`src/rgbhsv_pkg.sv`:
```
package rgbhsv_pkg;

  localparam int unsigned PIX_W   = 8;
  localparam int unsigned QUOT_W  = 8;
  localparam int unsigned NUM_W   = 2 * QUOT_W;
  localparam int unsigned DIV_STEPS = 2;

  localparam int signed HUE_SCALE     = 30;
  localparam int signed HUE_OFS_GREEN = 60;
  localparam int signed HUE_OFS_BLUE  = 120;
  localparam int signed HUE_WRAP      = 180;

  typedef struct packed {
    logic [PIX_W-1:0] blue;
    logic [PIX_W-1:0] green;
    logic [PIX_W-1:0] red;
  } pixel_t;

  typedef struct packed {
    logic [PIX_W-1:0] hue_half;
    logic [PIX_W-1:0] saturation;
    logic [PIX_W-1:0] brightness_value;
  } hsv_t;

  typedef enum logic [2:0] {
    SEC_RED   = 3'b001,
    SEC_GREEN = 3'b010,
    SEC_BLUE  = 3'b100
  } sector_t;

  // restoring divider lane: quotient bits shift into low as numerator bits shift out
  typedef struct packed {
    logic [QUOT_W-1:0] rem;
    logic [QUOT_W-1:0] low;
    logic [QUOT_W-1:0] dvs;
  } div_lane_t;

  typedef struct packed {
    div_lane_t        hue;
    div_lane_t        sat;
    logic [PIX_W-1:0] value;
  } div_word_t;

  function automatic div_lane_t div_step(div_lane_t l);
    logic [QUOT_W:0] t;
    logic [QUOT_W:0] d;
    div_lane_t r;
    t = {l.rem, l.low[QUOT_W-1]};
    d = t - {1'b0, l.dvs};
    r = l;
    if (!d[QUOT_W]) begin
      r.rem = d[QUOT_W-1:0];
      r.low = {l.low[QUOT_W-2:0], 1'b1};
    end else begin
      r.rem = t[QUOT_W-1:0];
      r.low = {l.low[QUOT_W-2:0], 1'b0};
    end
    return r;
  endfunction

endpackage

```
`src/rgbhsv_prep.sv`:
```
module rgbhsv_prep (
  input  logic                    clk,
  input  logic                    rst,
  input  logic [7:0]              offset,
  input  logic                    in_valid,
  output logic                    in_ready,
  input  rgbhsv_pkg::pixel_t      in_data,
  output logic                    out_valid,
  input  logic                    out_ready,
  output rgbhsv_pkg::div_word_t   out_data
);
  import rgbhsv_pkg::*;

  // stage A: brightness adjust
  logic             a_valid;
  pixel_t           a_pix;
  // stage B: max / min / sector
  logic             b_valid;
  logic [PIX_W-1:0] b_max;
  logic [PIX_W-1:0] b_delta;
  logic signed [PIX_W:0] b_diff;
  sector_t          b_sec;
  // stage C: dividend setup
  logic             c_valid;
  div_word_t        c_word;

  logic a_ready, b_ready, c_ready;

  assign c_ready  = !c_valid || out_ready;
  assign b_ready  = !b_valid || c_ready;
  assign a_ready  = !a_valid || b_ready;
  assign in_ready = a_ready;

  function automatic logic [PIX_W-1:0] sat_add(logic [PIX_W-1:0] a, logic [PIX_W-1:0] b);
    logic [PIX_W:0] s;
    s = {1'b0, a} + {1'b0, b};
    return s[PIX_W] ? {PIX_W{1'b1}} : s[PIX_W-1:0];
  endfunction

  pixel_t a_pix_next;
  always_comb begin
    a_pix_next.blue  = sat_add(in_data.blue,  offset);
    a_pix_next.green = sat_add(in_data.green, offset);
    a_pix_next.red   = sat_add(in_data.red,   offset);
  end

  logic [PIX_W-1:0] max_next, min_next;
  logic signed [PIX_W:0] diff_next;
  sector_t sec_next;
  always_comb begin
    max_next = a_pix.red;
    min_next = a_pix.red;
    if (a_pix.green > max_next) max_next = a_pix.green;
    if (a_pix.blue  > max_next) max_next = a_pix.blue;
    if (a_pix.green < min_next) min_next = a_pix.green;
    if (a_pix.blue  < min_next) min_next = a_pix.blue;
    priority if (a_pix.red >= a_pix.green && a_pix.red >= a_pix.blue) begin
      sec_next  = SEC_RED;
      diff_next = $signed({1'b0, a_pix.green}) - $signed({1'b0, a_pix.blue});
    end else if (a_pix.green >= a_pix.blue) begin
      sec_next  = SEC_GREEN;
      diff_next = $signed({1'b0, a_pix.blue}) - $signed({1'b0, a_pix.red});
    end else begin
      sec_next  = SEC_BLUE;
      diff_next = $signed({1'b0, a_pix.red}) - $signed({1'b0, a_pix.green});
    end
  end

  logic signed [17:0] dx, ofs, num;
  logic [NUM_W-1:0]   sat_num;
  div_word_t          c_word_next;
  always_comb begin
    dx = $signed({10'b0, b_delta});
    unique case (b_sec)
      SEC_RED:   ofs = '0;
      SEC_GREEN: ofs = dx * 18'(HUE_OFS_GREEN);
      SEC_BLUE:  ofs = dx * 18'(HUE_OFS_BLUE);
      default:   ofs = '0;
    endcase
    num = 18'(b_diff) * 18'(HUE_SCALE) + ofs;
    if (num < 0) num = num + dx * 18'(HUE_WRAP);
    sat_num = {b_delta, {PIX_W{1'b0}}} - {{PIX_W{1'b0}}, b_delta};

    c_word_next.value = b_max;
    if (b_delta == '0) begin
      c_word_next.hue.rem = '0;
      c_word_next.hue.low = '0;
      c_word_next.hue.dvs = QUOT_W'(1);
    end else begin
      c_word_next.hue.rem = num[NUM_W-1:QUOT_W];
      c_word_next.hue.low = num[QUOT_W-1:0];
      c_word_next.hue.dvs = b_delta;
    end
    if (b_max == '0) begin
      c_word_next.sat.rem = '0;
      c_word_next.sat.low = '0;
      c_word_next.sat.dvs = QUOT_W'(1);
    end else begin
      c_word_next.sat.rem = sat_num[NUM_W-1:QUOT_W];
      c_word_next.sat.low = sat_num[QUOT_W-1:0];
      c_word_next.sat.dvs = b_max;
    end
  end

  always_ff @(posedge clk) begin
    if (rst) begin
      a_valid <= 1'b0;
      b_valid <= 1'b0;
      c_valid <= 1'b0;
    end else begin
      if (a_ready) a_valid <= in_valid;
      if (b_ready) b_valid <= a_valid;
      if (c_ready) c_valid <= b_valid;
    end
  end

  always_ff @(posedge clk) begin
    if (a_ready && in_valid) a_pix <= a_pix_next;
    if (b_ready && a_valid) begin
      b_max   <= max_next;
      b_delta <= max_next - min_next;
      b_diff  <= diff_next;
      b_sec   <= sec_next;
    end
    if (c_ready && b_valid) c_word <= c_word_next;
  end

  assign out_valid = c_valid;
  assign out_data  = c_word;

endmodule

```
`src/rgbhsv_div_pipe.sv`:
```
module rgbhsv_div_pipe #(
  parameter int unsigned STEPS_PER_STAGE = rgbhsv_pkg::DIV_STEPS
) (
  input  logic                    clk,
  input  logic                    rst,
  input  logic                    in_valid,
  output logic                    in_ready,
  input  rgbhsv_pkg::div_word_t   in_data,
  output logic                    out_valid,
  input  logic                    out_ready,
  output rgbhsv_pkg::hsv_t        out_data
);
  import rgbhsv_pkg::*;

  localparam int unsigned STAGES = QUOT_W / STEPS_PER_STAGE;

  logic [STAGES-1:0] valid;
  logic [STAGES:0]   ready;
  div_word_t         stage_q   [STAGES];
  div_word_t         stage_in  [STAGES];
  div_word_t         stage_out [STAGES];

  assign ready[STAGES] = out_ready;
  assign in_ready      = ready[0];

  for (genvar i = 0; i < STAGES; i++) begin : g_stage
    if (i == 0) begin : g_first
      assign stage_in[i] = in_data;
    end else begin : g_rest
      assign stage_in[i] = stage_q[i-1];
    end

    logic up_valid;
    if (i == 0) begin : g_v0
      assign up_valid = in_valid;
    end else begin : g_vn
      assign up_valid = valid[i-1];
    end

    assign ready[i] = !valid[i] || ready[i+1];

    always_comb begin
      div_word_t w;
      w = stage_in[i];
      for (int s = 0; s < int'(STEPS_PER_STAGE); s++) begin
        w.hue = div_step(w.hue);
        w.sat = div_step(w.sat);
      end
      stage_out[i] = w;
    end

    always_ff @(posedge clk) begin
      if (rst) begin
        valid[i] <= 1'b0;
      end else if (ready[i]) begin
        valid[i] <= up_valid;
      end
    end

    always_ff @(posedge clk) begin
      if (ready[i] && up_valid) stage_q[i] <= stage_out[i];
    end
  end

  assign out_valid                 = valid[STAGES-1];
  assign out_data.hue_half         = stage_q[STAGES-1].hue.low;
  assign out_data.saturation       = stage_q[STAGES-1].sat.low;
  assign out_data.brightness_value = stage_q[STAGES-1].value;

endmodule

```
`src/rgb_to_hsv_8bit.sv`:
```
// Throughput: one word per cycle unless hsv_stall holds the output; each stage
// holds one word and moves on when the next stage frees, so the two dividers
// (DIV_STEPS_PER_STAGE quotient bits per stage) set the depth but not the rate.
// Reset (rst, synchronous): clears all stage valids and brightness_offset to 0.
module rgb_to_hsv_8bit #(
  parameter int unsigned DIV_STEPS_PER_STAGE = rgbhsv_pkg::DIV_STEPS
) (
  input  logic                clk,
  input  logic                rst,
  input  logic                pix_valid,
  output logic                pix_stall,
  input  rgbhsv_pkg::pixel_t  pix,
  output logic                hsv_valid,
  input  logic                hsv_stall,
  output rgbhsv_pkg::hsv_t    hsv,
  input  logic                cfg_valid,
  output logic                cfg_ready,
  input  logic [7:0]          cfg_data
);
  import rgbhsv_pkg::*;

  logic [PIX_W-1:0] brightness_offset;
  logic             pre_ready;
  logic             mid_valid;
  logic             mid_ready;
  div_word_t        mid_word;

  assign cfg_ready = 1'b1;

  always_ff @(posedge clk) begin
    if (rst) begin
      brightness_offset <= '0;
    end else if (cfg_valid && cfg_ready) begin
      brightness_offset <= cfg_data;
    end
  end

  assign pix_stall = !pre_ready;

  rgbhsv_prep u_prep (
    .clk       (clk),
    .rst       (rst),
    .offset    (brightness_offset),
    .in_valid  (pix_valid),
    .in_ready  (pre_ready),
    .in_data   (pix),
    .out_valid (mid_valid),
    .out_ready (mid_ready),
    .out_data  (mid_word)
  );

  rgbhsv_div_pipe #(
    .STEPS_PER_STAGE (DIV_STEPS_PER_STAGE)
  ) u_div (
    .clk       (clk),
    .rst       (rst),
    .in_valid  (mid_valid),
    .in_ready  (mid_ready),
    .in_data   (mid_word),
    .out_valid (hsv_valid),
    .out_ready (!hsv_stall),
    .out_data  (hsv)
  );

endmodule

```
`config.mk`:
```
export PLATFORM = sky130hd
export DESIGN_NAME = rgb_to_hsv_8bit
export DESIGN_NICKNAME = d
export VERILOG_FILES = /design/src/rgbhsv_pkg.sv /design/src/rgbhsv_prep.sv /design/src/rgbhsv_div_pipe.sv /design/src/rgb_to_hsv_8bit.sv
export SDC_FILE = /design/constraint.sdc
export NUM_CORES = 1
export LEC_CHECK = 0
export BUFFER_PORTS_ARGS = -buffer_cell sky130_fd_sc_hd__buf_4
export CORE_AREA = 2 2 213 215
export CTS_CLUSTER_SIZE = 20
export DETAILED_ROUTE_END_ITERATION = 6
export DIE_AREA = 0 0 215 217
export PLACE_DENSITY = 0.71
export SYNTH_ARGS = -nofsm -noshare
export SYNTH_HDL_FRONTEND = slang
export SYNTH_SLANG_ARGS = --single-unit
```
`constraint.sdc`:
```
create_clock -name clk -period 9.9 [get_ports clk]
set_clock_uncertainty 0.05 [all_clocks]
set_input_delay 1.98 -clock clk [delete_from_list [all_inputs] [get_ports clk]]
set_output_delay 1.98 -clock clk [all_outputs]
set_load 0.02 [all_outputs]
```
Yosys cells after proc, flatten, opt, wreduce, memory -nomap -nowiden

Memory sizes are Yosys's and may differ from the RTL's.
Index checks and enable logic that the tools add are counted.

Flip-flop bits (word level): 123
Bits in writable memories: 224
Bits of input ports: 37
Output and inout port bits: 27
Memories kept: 1

Memories:

| name          | depth | bits a word | rd ports | clocked after memory_dff | wr ports | line                  | RTL |
|---|---|---|---|---|---|---|---|
| u_div.stage_q | 4     | 56          | 4        | 0                        | 4        | rgbhsv_div_pipe.sv:19 | `div_word_t stage_q [STAGES];` |

Add/subtract/negate cells: 26
Multipliers: 4
Order comparisons: 8
Eq/ne operators: 2
Mux-type cells: 33
Reductions and logical operators: 26

Operator list:

| cell                                                                           | count |
|---|---|
| 16-bit 2-to-1 mux                                                              | 17 |
| 9-bit by 8-bit subtractor with 9-bit output                                    | 16 |
| 18-bit one-hot mux with 2 select lines                                         | 1 |
| 8-bit 2-to-1 mux                                                               | 4 |
| 8-bit by 8-bit adder with 9-bit output                                         | 3 |
| 8-bit by 8-bit subtractor with 9-bit output                                    | 3 |
| 8-bit greater-or-equal comparator                                              | 3 |
| 8-bit by 4-bit multiplier with 12-bit output (second input constant)           | 2 |
| 15-bit by 18-bit adder with 18-bit output                                      | 1 |
| 18-bit by 1-bit less-than comparator with 1-bit output (second input constant) | 1 |
| 9-bit 2-to-1 mux                                                               | 2 |
| 16-bit adder                                                                   | 1 |
| 8-bit greater-than comparator                                                  | 2 |
| 8-bit zero test                                                                | 2 |
| 8-bit less-than comparator                                                     | 2 |
| 16-bit by 8-bit subtractor with 16-bit output                                  | 1 |
| 8-bit by 6-bit multiplier with 14-bit output (second input constant)           | 1 |
| 9-bit by 5-bit multiplier with 14-bit output (second input constant)           | 1 |
| 1-bit zero test                                                                | 9 |
| 1-bit logical AND                                                              | 8 |
| 1-bit 2-to-1 mux                                                               | 8 |
| 8-bit subtractor                                                               | 1 |
| 1-bit logical OR                                                               | 7 |
| 3-bit by 2-bit == test with 1-bit output (second input constant)               | 1 |
| other kinds (2)                                                                | 2 |

Depth between registers and ports, before layout

Gate-level depths: netlist (run 1).

Word-level depth: 9
Gate-level depth with buffers: 29
Mapped depth without buffers: 29

Modules after synthesis

A second synthesis (run 1) with hierarchy kept.

Cells, all modules: 2361
Area, all modules: 24150.7 um^2

By module, submodules not included:

| module          | instances | cells each | area each (um^2) | seq. area each (um^2) |
|---|---|---|---|---|
| rgbhsv_div_pipe | 1         | 1143       | 12589.6          | 5845.6 |
| rgbhsv_prep     | 1         | 1188       | 11257.0          | 3273.1 |
| rgb_to_hsv_8bit | 1         | 30         | 304.0            | 160.2 |

Worst setup path after synthesis (run 1)

Ideal clock, no wire load.

Path type: in2reg
Start point: input port hsv_stall
End point: register u_prep.c_word, in the netlist u_prep.out_data[0] (enable)
Arrival time: 6.548 ns
Data required time: 9.298 ns
Path slack: 2.750 ns
Stages on the path: 4
Cells stage by stage: and3_1 -> and3_1 -> clkbuf_1 -> a21boi_0

Word-level cells in the longest chain between the ends: 7

Ends and longest elaborated chain:

| element                       | line                  | RTL |
|---|---|---|
| start, declared               | rgb_to_hsv_8bit.sv:14 | `input logic hsv_stall,` |
| 1-bit zero test               | rgb_to_hsv_8bit.sv:61 | `.out_ready (!hsv_stall),` |
| 1-bit logical OR (4 in a row) | rgbhsv_div_pipe.sv:40 | `assign ready[i] = !valid[i] \|\| ready[i+1];` |
| 1-bit logical OR              | rgbhsv_prep.sv:29     | `assign c_ready = !c_valid \|\| out_ready;` |
| 1-bit logical AND             | rgbhsv_prep.sv:125    | `if (c_ready && b_valid) c_word <= c_word_next;` |
| end signal, assigned          | rgbhsv_prep.sv:125    |  |
| end, declared                 | rgbhsv_prep.sv:25     | `div_word_t c_word;` |

Every way passes these cells.
A chain may end at the register's enable or synchronous reset.

Worst setup path in the final report (run 1)

Start point: register u_prep.a_pix[9] (netlist name)
End point: register u_prep.b_delta[7], data pin

Word-level cells in the longest chain between the ends: 5
Elaborated cells between the ends (all ways): 9
Those cells by class: add/sub: 1; order compare: 4; mux: 4

Ends and longest elaborated chain:

| element                       | line               | RTL |
|---|---|---|
| start, declared               | rgbhsv_prep.sv:16  | `pixel_t a_pix;` |
| start signal, assigned        | rgbhsv_prep.sv:118 | `if (a_ready && in_valid) a_pix <= a_pix_next;` |
| 8-bit greater-than comparator | rgbhsv_prep.sv:53  | `if (a_pix.green > max_next) max_next = a_pix.green;` |
| 8-bit 2-to-1 mux (*)          | rgbhsv_prep.sv:53  |  |
| 8-bit greater-than comparator | rgbhsv_prep.sv:54  | `if (a_pix.blue > max_next) max_next = a_pix.blue;` |
| 8-bit 2-to-1 mux (*)          | rgbhsv_prep.sv:54  |  |
| net u_prep.max_next[1]        | rgbhsv_prep.sv:47  | `logic [PIX_W-1:0] max_next, min_next;` |
| 8-bit subtractor (*)          | rgbhsv_prep.sv:121 | `b_delta <= max_next - min_next;` |
| end signal, assigned          | rgbhsv_prep.sv:121 |  |
| end, declared                 | rgbhsv_prep.sv:20  | `logic [PIX_W-1:0] b_delta;` |

Mark *: on every way through the listed nets, which the timed path passes. The rest lies on a longest branch.

==> results of run 1 <==
-- routing by layer --
metal  vias up  global-route usage  share of wire
met4         0              0.0851          0.037
met2       303               0.397           0.52
met1      7847               0.243           0.41
met5         -                   0              0
met3       113              0.0257          0.036
li1       8253                   -              -
-- flip-flops by register name, summed over array words and instances, names as in the netlist --
| signal | flops |
|---|---|
| u_div.g_stage.up_valid | 3 |
| brightness_offset | 8 |
| u_prep.b_delta | 8 |
| u_prep.out_data | 55 |
| u_prep.a_valid | 1 |
| u_div.stage_q | 189 |
| u_prep.a_pix | 24 |
| u_div.out_valid | 1 |
| u_prep.b_diff | 9 |
| u_prep.b_valid | 1 |
| u_prep.out_valid | 1 |
| u_prep.b_sec | 3 |
| u_prep.b_max | 8 |
-- per-stage QoR --
step | cells | utilization | hold WS (ps)
final | 2976 | 0.595 | 363
after floorplan | 2276 | - | 350
after CTS | 2976 | 0.595 | 364
after detailed placement | 2913 | 0.568 | 355
after global placement | 2913 | 0.568 | 352
after global routing | 2976 | 0.595 | 370
-- layout make-up --
cell class | instances | share of cell area
well taps | 600 | 0.0282
flip-flops and latches | 311 | 0.346
clock inverters | 18 | 0.00781
clock buffers | 45 | 0.0363
repair buffers | 71 | 0.0201
inverters | 256 | 0.0362
multi-input cells | 1675 | 0.526
-- placed cells by master (no fill, tap or decap), drive strengths merged, types with 14 or more instances in the layout --
cell type | netlist | final
clkbuf | 24 | 45
xnor2 | 130 | 130
a211oi | 19 | 19
o211ai | 15 | 15
a21oi | 157 | 157
xor2 | 56 | 56
o21a | 25 | 25
nand2 | 118 | 118
nor2 | 173 | 173
o21ai | 115 | 115
nor2b | 68 | 68
nand2b | 35 | 35
a31oi | 16 | 16
o21bai | 14 | 14
ha | 293 | 293
fa | 59 | 59
mux2i | 48 | 48
mux2 | 51 | 51
nand3 | 40 | 40
inv | 256 | 259
edfxtp | 296 | 296
a21o | 61 | 61
nor3 | 27 | 27
dfxtp | 15 | 15
o41ai | 16 | 16
nand4 | 25 | 25
buf | 10 | 71
-- logic make-up after synthesis --
logic type                 after synthesis  share of synthesized area
AOI/OAI and AO/OA                      493                      0.138
buffers and inverters                  290                     0.0456
and+or+nand+nor                        544                      0.111
muxes                                   99                     0.0482
other                                    1                   0.000155
xor gates and xnor gates               186                     0.0772
DFF                                    311                      0.380
adders and majority gates              352                      0.200
-- worst paths after layout --
check	from	end	slack (ps)	depth (start not counted)
max	u_prep.a_pix[9]	u_prep.b_delta[7]	3630	23
min	u_div.stage_q[1][42]	u_div.stage_q[2][44]	360	0
max reg2reg	u_prep.a_pix[9]	u_prep.b_delta[7]	3630	23
min reg2reg	u_div.stage_q[1][42]	u_div.stage_q[2][44]	360	0
-- critical path, stage by stage (launching register included) --
cell      delay [ps]
edfxtp_1         480
inv_1            160
ha_1             250
nor2b_1          140
o31a_1           280
o31a_1           280
nor2_1           730
mux2i_1          380
ha_1             300
a21o_1           160
a21oi_1          140
nor2b_1           60
o31ai_1          310
nand2_1          410
mux2i_1          390
ha_1             280
nor2b_1          120
o21ai_0          170
nand2b_1         110
a21o_1           190
a21o_1           190
a21o_1           180
a21oi_1          160
xnor2_1           80
-- Yosys cell counts (10+ instances only) --
| library cell | instances |
|---|---|
| and2_1 | 12 |
| nor2b_1 | 68 |
| mux2_4 | 30 |
| a211oi_1 | 19 |
| inv_1 | 256 |
| nand2_1 | 118 |
| fa_1 | 59 |
| xor2_1 | 50 |
| dfxtp_1 | 15 |
| nor2_1 | 167 |
| a21o_1 | 61 |
| nor3_1 | 21 |
| edfxtp_1 | 296 |
| nand4_1 | 24 |
| a21boi_0 | 11 |
| nand3_1 | 40 |
| o211ai_1 | 15 |
| ha_1 | 293 |
| xnor2_1 | 122 |
| or3_1 | 10 |
| mux2_2 | 21 |
| mux2i_1 | 48 |
| nand2b_1 | 35 |
| clkbuf_1 | 24 |
| o21ai_0 | 102 |
| a31oi_1 | 10 |
| a21oi_1 | 145 |
| o21bai_1 | 14 |
| o21a_1 | 25 |
==> summary.txt, run 1 <==
Clock tree
  – Clock buffer depth: 3
  – Clk root buf: clkbuf_16
  – Post-CTS sizing: 0
  – H-tree depth: 2
  – Setup bufs post-CTS: 0
  – Worst skew pair latency: 560 ps
  – Total CTS buffers: 36
  – Clock-pin slew on the worst setup and hold paths: 60 ps
  – Hold_buf cts: 0
  – Clock tree from TritonCTS: done
  – CTS sink cnt: 311

STA
  – FMAX: 160 MHz
  – Setup ws final: 3630 ps
  – Final period util: 0.633
  – RSZ-0062 raised after global routing: false
  – Slew of the pin with the lowest slew margin: 966 ps
  – Final setup violation count: 0
  – Max-slew violations: 0
  – Rel. slew slack: 0.354
  – Final Hold Vio Count: 0
  – Minimum clock period: 6270 ps
  – Setup_tns: 0 ps

Cells and area
  – Ratio of cells with drive above 1 in the final layout: 0.109
  – Diodes inserted: 0
  – Area of the multi-input gates: 14,000 um^2
  – Area growth, synth to finish: 9.81%
  – Fill count: 3,685
  – Sequential cell area: 9190 um^2
  – Fin area: 26,600 um^2
  – Final Net Count: 2,740

Logic synthesis
  – Cells after Synth: 2,276
  – Top cells by area, synth: edfxtp_1, ha_1, fa_1
  – Post-Synthesis Cell Area: 24,200 um^2
  – Ys Warns: 0
  – Sequential-to-total area share from yosys stat: 0.380
  – Synthesized net count: 2,665
  – Yosys cell types: 70
  – Ys flop type: edfxtp_1
  – Post-synth EDFFs: 296
  – Average size of a mapped cell: 10.6 um^2
  – Async S/R FF share, synth: 0
  – Leading area contributor after synthesis: edfxtp_1
  – Synth top area share: 0.367
  – Synthesized flop and latch total: 311

Place
  – GP Congestion: 0.917
  – Pre-CTS WS: 3650 ps
  – Port bufs: 62
  – Placed cell areas: 25,400 um^2
  – DP HPWL: 38.8 mm

Route
  – Routed wire length: 48.3 mm
  – # DRC: 0
  – Initial drt markers: 734
  – Routed Antenna Nets: 0
  – WL per Instance: 16.2 um
  – Via density: 5.55
  – Pre-antenna DRT Iters: 5
  – Vias: 16,516

GRT
  – GRT Residual Overflow: 0
  – Initial antenna violation count: 0
  – GRT Overall Usage: 0.211
  – Vias in the first global route: 16,868
  – Largest net degree at the start of global routing: 56
  – Global-route wire length before repair: 80.7 mm

Run status
  – Status: finished clean

Die
  – Die ar.: 46,700 um^2
  – Die span in x: 215 um
  – Die Ht: 217 um
  – Starting density of the core: 0.542
  – Row count: 78
  – Core area: 44,700 um^2
  – I/O Pins: 64

Hold path
  – Worst min path class: flip-flop to flip-flop

Critical path
  – Startpoint Class: flip-flop
  – CP endpoint kind: flip-flop
  – Setup CP Type: flip-flop to flip-flop
  – Req. time, crit path: 10,150 ps
  – Critical path fanouts, max: 13
  – CP Data Arrival Time: 6520 ps

Run
  – Max Cap Violations: 0
Power of run 1 is not shown: default switching activity piles up to over one toggle a cycle in this logic, so the estimate is an artifact.
==> run 2, diff against run 1 <==
==> constraint.sdc (replaced) <==
create_clock -name clk -period 6.3 [get_ports clk]
set_clock_uncertainty 0.05 [all_clocks]
set_input_delay 1.26 -clock clk [delete_from_list [all_inputs] [get_ports clk]]
set_output_delay 1.26 -clock clk [all_outputs]
set_load 0.02 [all_outputs]
==> run 2 against run 1 <==
Compared with the run above: core utilization rose by 0.17 points; maximum frequency rose by 3.5%; worst hold slack barely moved; die area did not move; sequential cell count did not move; critical endpoint is now u_prep.out_data[55].
==> summary.txt, run 2 (same netlist as run 1, synthesis figures left out) <==
GRT
  – Global-route wire length before repair: 81.8 mm (+1.4%)
  – Largest net degree at the start of global routing: 56 (unchanged)
  – Initial antenna violation count: 0 (unchanged)
  – GRT Overall Usage: 0.214 (+0.00284)
  – Vias in the first global route: 17,170 (+1.8%)
  – GRT Residual Overflow: 0 (unchanged)

Place
  – Port bufs: 62 (unchanged)
  – GP Congestion: 0.889 (-3.0%)
  – DP HPWL: 39.1 mm (+0.68%)
  – Cell count after placement: 2,921 (+0.27%)
  – Pre-CTS WS: 262 ps (-3390 ps)

Clock tree
  – Hold_buf cts: 0 (unchanged)
  – Clock tree from TritonCTS: done
  – Clock buffer depth: 3 (unchanged)
  – Clk root buf: clkbuf_16
  – Clock-pin slew on the worst setup and hold paths: 50 ps (about the same)
  – H-tree depth: 2 (unchanged)
  – CTS sink cnt: 311 (unchanged)
  – Total CTS buffers: 36 (unchanged)
  – Worst skew pair latency: 560 ps (about the same)

Cells and area
  – Biggest register: u_div.stage_q
  – Final Net Count: 2,757 (+0.62%)
  – Most common cell after layout, fill and taps aside: edfxtp_1
  – Non-filler cells, final: 2,994 (+0.60%)
  – Diodes inserted: 0 (unchanged)
  – Max reg flops: 189 (unchanged)
  – Util after Layout: 0.596 (+0.00174)
  – Ratio of cells with drive above 1 in the final layout: 0.116 (+0.00712)
  – Area growth, synth to finish: 10.1%
  – Commonest non-fill, non-tap cells in the layout: edfxtp_1, ha_1, inv_1, nor2_1, a21oi_1

Die
  – I/O Pins: 64 (unchanged)
  – Die Ht: 217 um (unchanged)
  – Die ar.: 46,700 um^2 (unchanged)
  – Core area: 44,700 um^2 (unchanged)
  – Die span in x: 215 um (unchanged)
  – Starting density of the core: 0.542 (unchanged)
  – Row count: 78 (unchanged)

Run
  – Max Cap Violations: 0 (unchanged)

STA
  – Minimum clock period: 6060 ps (-210 ps)
  – FMAX: 165 MHz (+3.5%)
  – Max-slew violations: 0 (unchanged)
  – Slew of the pin with the lowest slew margin: 1160 ps (+195 ps)
  – Rel. slew slack: 0.225 (-0.128)
  – Final Hold Vio Count: 0 (unchanged)
  – Final setup violation count: 0 (unchanged)
  – Setup_tns: 0 ps (unchanged)
  – RSZ-0062 raised after global routing: true
  – Final period util: 0.962 (+0.328)
  – Setup ws final: 242 ps (-3390 ps)

Route
  – # DRC: 0 (unchanged)
  – Routed wire length: 48.9 mm (+1.3%)
  – Vias: 16,583 (+0.41%)
  – Initial drt markers: 716 (-2.5%)
  – WL per Instance: 16.3 um (+0.66%)
  – Via density: 5.54 (-0.20%)
  – Pre-antenna DRT Iters: 5 (unchanged)
  – Routed Antenna Nets: 0 (unchanged)

Critical path
  – Setup CP Type: flip-flop to flip-flop
  – Startpoint Class: flip-flop
  – Slowest cell delay on critical path: 520 ps (-210 ps)
  – Worst path slowest cell: fa_1
  – CP Data Arrival Time: 6290 ps (-230 ps)
  – CP endpoint kind: flip-flop
  – Critical path fanouts, max: 6 (-7)
  – Req. time, crit path: 6530 ps (-3620 ps)

Hold path
  – Worst min path class: flip-flop to flip-flop

Run status
  – Status: finished clean
## run 2: cell types whose count changed in the layout (fill, tap and decap cells not counted), sizes merged
cell      previous run  this run
buf                 71        88
clkinv               8        14
bufinv               3         1
clkbuf              45        43
inv                259       257
clkinvlp             4         5
## run 2: stage by stage
stage                     cell area, um^2  hold WS, ps
after floorplan                     24200          350
after global placement              25500          350
after detailed placement            25500          355
after CTS                           26600          365
after global routing                26700          368
final                               26700          362
## run 2: repair_timing
| item | in CTS | in global routing |
|---|---|---|
| endpoints found under the hold margin | 0 | 0 |
| setup endpoints to repair | 0 | 3 |
| setup buffers | 0 | 9 |
| gates resized for setup | 0 | 6 |
## run 2: final timing paths
| check | startpoint | to | slack (ps) | cells past startpoint |
|---|---|---|---|---|
| worst max register to register | u_prep.b_diff[2] | u_prep.out_data[55] | 240 | 28 |
| worst min register to register | u_div.stage_q[1][42] | u_div.stage_q[2][44] | 360 | 0 |
| worst max-delay path | u_prep.b_diff[2] | u_prep.out_data[55] | 240 | 28 |
| worst min-delay path | u_div.stage_q[1][42] | u_div.stage_q[2][44] | 360 | 0 |
## run 2: cell type report
cell class / instances / area, um^2
flip-flops and latches: 311 / 9190
inverters: 256 / 965
clock buffers: 43 / 947
well taps: 600 / 751
clock inverters: 21 / 160
fillers: 3735 / 18000
multi-input cells: 1675 / 14000
repair buffers: 88 / 661
## run 2: routing by layer
layer,GRT usage,part of all wire
met5,0,0
met4,0.0814,0.036
met3,0.0314,0.036
met2,0.406,0.51
met1,0.242,0.41
## run 2: critical path, delay by kind of cell (launching register included)
family                     cells  cell delay (ps)
AOI/OAI and AO/OA             12             1790
xor gates and xnor gates       4              730
adders and majority gates      6             2300
buffers and inverters          2               90
DFF                            1              430
and+or+nand+nor                4              400
Power of run 2 is left out for the same reason.
==> run 3, diff against run 2 <==
--- a/config.mk
+++ b/config.mk
@@ -11,6 +11,7 @@
 export DETAILED_ROUTE_END_ITERATION = 6
 export DIE_AREA = 0 0 215 217
 export PLACE_DENSITY = 0.71
+export REMOVE_ABC_BUFFERS = 1
 export SYNTH_ARGS = -nofsm -noshare
 export SYNTH_HDL_FRONTEND = slang
 export SYNTH_SLANG_ARGS = --single-unit
==> run 3 against run 2 <==
Compared with the run above: maximum frequency rose by 2.5%; clock-buffer cell count increased by 5; core utilization shrank 0.053 points; sequential share of layout area about the same; worst setup slack better by 150 ps; critical path depth is 4 lower; worst hold slack lost 0.73 ps; final cell count fell by 0.17%; critical path type unchanged.
==> summary.txt, run 3 (same netlist as run 1, synthesis figures left out) <==
Run status
  – Status: finished clean

STA
  – FMAX: 169 MHz (+2.5%)
  – Setup_tns: 0 ps (unchanged)
  – Final period util: 0.938 (-0.0234)
  – Slew of the pin with the lowest slew margin: 1290 ps (+131 ps)
  – Setup ws final: 390 ps (+148 ps)
  – Rel. slew slack: 0.139 (-0.0867)
  – RSZ-0062 raised after global routing: false
  – Final Hold Vio Count: 0 (unchanged)
  – Final setup violation count: 0 (unchanged)
  – Minimum clock period: 5910 ps (-148 ps)
  – Max-slew violations: 0 (unchanged)
  – Fin Hold WS: 362 ps (-0.733 ps)

Route
  – Top Metal Used: met4
  – Via density: 5.51 (-0.55%)
  – Wire length on met1: 20.1 mm (-0.52%)
  – Initial drt markers: 760 (+6.1%)
  – Metal3 WL: 1.36 mm (-24%)
  – Met2 WL: 24.4 mm (-3.2%)
  – # DRC: 0 (unchanged)
  – Pre-antenna DRT Iters: 5 (unchanged)
  – Routed Antenna Nets: 0 (unchanged)
  – WL per Instance: 15.7 um (-3.7%)
  – Routed wire length: 47.1 mm (-3.9%)
  – Vias: 16,465 (-0.71%)

GRT
  – Global-route wire length before repair: 80.3 mm (-1.9%)
  – GRT Residual Overflow: 0 (unchanged)
  – Vias in the first global route: 17,008 (-0.94%)
  – GRT Overall Usage: 0.208 (-0.00608)
  – Largest net degree at the start of global routing: 56 (unchanged)
  – Initial antenna violation count: 0 (unchanged)

Cells and area
  – Ratio of cells with drive above 1 in the final layout: 0.113 (-0.00269)
  – Most common cell after layout, fill and taps aside: edfxtp_1
  – Max reg flops: 189 (unchanged)
  – Area growth, synth to finish: 10.0% (about the same)
  – Fill count: 3,770 (+0.94%)
  – Commonest non-fill, non-tap cells in the layout: edfxtp_1, ha_1, inv_1, nor2_1, a21oi_1
  – Biggest register: u_div.stage_q
  – Non-filler cells, final: 2,989 (-0.17%)
  – Final Net Count: 2,756 (-0.036%)
  – Diodes inserted: 0 (unchanged)

Clock tree
  – Clk root buf: clkbuf_16
  – Clock tree from TritonCTS: done
  – Clock buffer depth: 3 (unchanged)
  – Clock-pin slew on the worst setup and hold paths: 60 ps (about the same)
  – Hold_buf cts: 0 (unchanged)
  – CTS sink cnt: 311 (unchanged)
  – Total CTS buffers: 36 (unchanged)
  – H-tree depth: 2 (unchanged)
  – Worst skew pair latency: 550 ps (about the same)

Die
  – Die Ht: 217 um (unchanged)
  – I/O Pins: 64 (unchanged)
  – Row count: 78 (unchanged)
  – Die span in x: 215 um (unchanged)
  – Die ar.: 46,700 um^2 (unchanged)
  – Core area: 44,700 um^2 (unchanged)
  – Starting density of the core: 0.542 (unchanged)

Place
  – Pre-CTS WS: 208 ps (-54.1 ps)
  – Cell count after placement: 2,920 (-0.034%)
  – DP HPWL: 37.6 mm (-3.7%)
  – GP Congestion: 0.900 (+1.2%)
  – Port bufs: 62 (unchanged)

Critical path
  – CP endpoint kind: flip-flop
  – Startpoint Class: flip-flop
  – Worst path slowest cell: fa_1
  – Kind of cell adding the most delay to the critical path: compound AO/OA/AOI/OAI gates
  – Buffers and inverters on the worst path: 1 (-1)
  – Slowest cell delay on critical path: 540 ps (+20 ps)
  – CP cell instances: buf_4 -> fa_1 -> fa_1 -> ha_1 -> a21o_1 -> a21oi_1 -> xnor2_1 -> a22oi_1 -> nor2_1 -> ha_1 -> o21ai_0 -> nand2_1 -> a31o_2 -> a21oi_1 -> xnor2_1 -> ha_1 -> o21a_1 -> o21ai_0 -> nand2b_1 -> a21oi_1 -> a21oi_1 -> xnor2_1 -> xnor2_1 -> o21ai_0
  – Req. time, crit path: 6540 ps (about the same)
  – CP Data Arrival Time: 6150 ps (-140 ps)
  – Critical path fanouts, max: 6 (unchanged)
  – Setup CP Type: flip-flop to flip-flop

Hold path
  – Worst min path class: flip-flop to flip-flop

Run
  – Max Cap Violations: 0 (unchanged)
==> run 3: cell types whose count changed in the layout (fill, tap and decap cells not counted), moves of 2 or more <==
cell	previous run	this run
clkbuf_1	5	10
clkinv_1	5	2
clkinv_2	6	3
clkinv_4	2	0
==> run 3: worst paths after layout <==
path,startpoint,endpoint,slack (ps),depth (start not counted)
setup / recovery,u_prep.b_delta[1],u_prep.out_data[55],390,24
hold / removal,u_div.stage_q[1][7],u_div.stage_q[2][7],360,0
setup reg to reg,u_prep.b_delta[1],u_prep.out_data[55],390,24
hold reg to reg,u_div.stage_q[1][7],u_div.stage_q[2][7],360,0
==> run 3: per-stage QoR <==
stage | cell area, um^2 | utilization
6_report | 26600 | 0.596
5_1_grt | 26600 | 0.596
4_1_cts | 26600 | 0.594
3_5_place_dp | 25500 | 0.569
3_3_place_gp | 25500 | 0.569
2_1_floorplan | 24100 | -
==> run 3: what timing repair did <==
item                       4_1_cts  5_1_grt
setup endpoints to repair        0        7
buffers inserted                 0        9
hold endpoints to repair         0        0
resized for setup                0        6
==> run 3: worst reg2reg max path, cell delays in order, from the launching register on <==
cell and delay, ps:
edfxtp_1 460, buf_4 170, fa_1 540, fa_1 460, ha_1 290, a21o_1 170
a21oi_1 220, xnor2_1 120, a22oi_1 190, nor2_1 60, ha_1 330, o21ai_0 390
nand2_1 140, a31o_2 270, a21oi_1 170, xnor2_1 190, ha_1 350, o21a_1 190
o21ai_0 160, nand2b_1 80, a21oi_1 150, a21oi_1 70, xnor2_1 180, xnor2_1 130
o21ai_0 100
==> run 3: per-layer routing <==
layer | global-route usage | vias to the layer above
met3 | 0.0282 | 95
met4 | 0.0646 | 0
met2 | 0.388 | 241
met5 | 0 | -
li1 | - | 8278
met1 | 0.248 | 7851
==> run 3: final cells by class <==
cell class | count | area [um^2] | area share
clock buffers | 48 | 977 | 0.0367
clock inverters | 12 | 123 | 0.00460
well taps | 600 | 751 | 0.0282
flip-flops and latches | 311 | 9190 | 0.345
inverters | 256 | 965 | 0.0362
repair buffers | 87 | 653 | 0.0245
multi-input cells | 1675 | 14000 | 0.525
Power of run 3 is left out for the same reason.
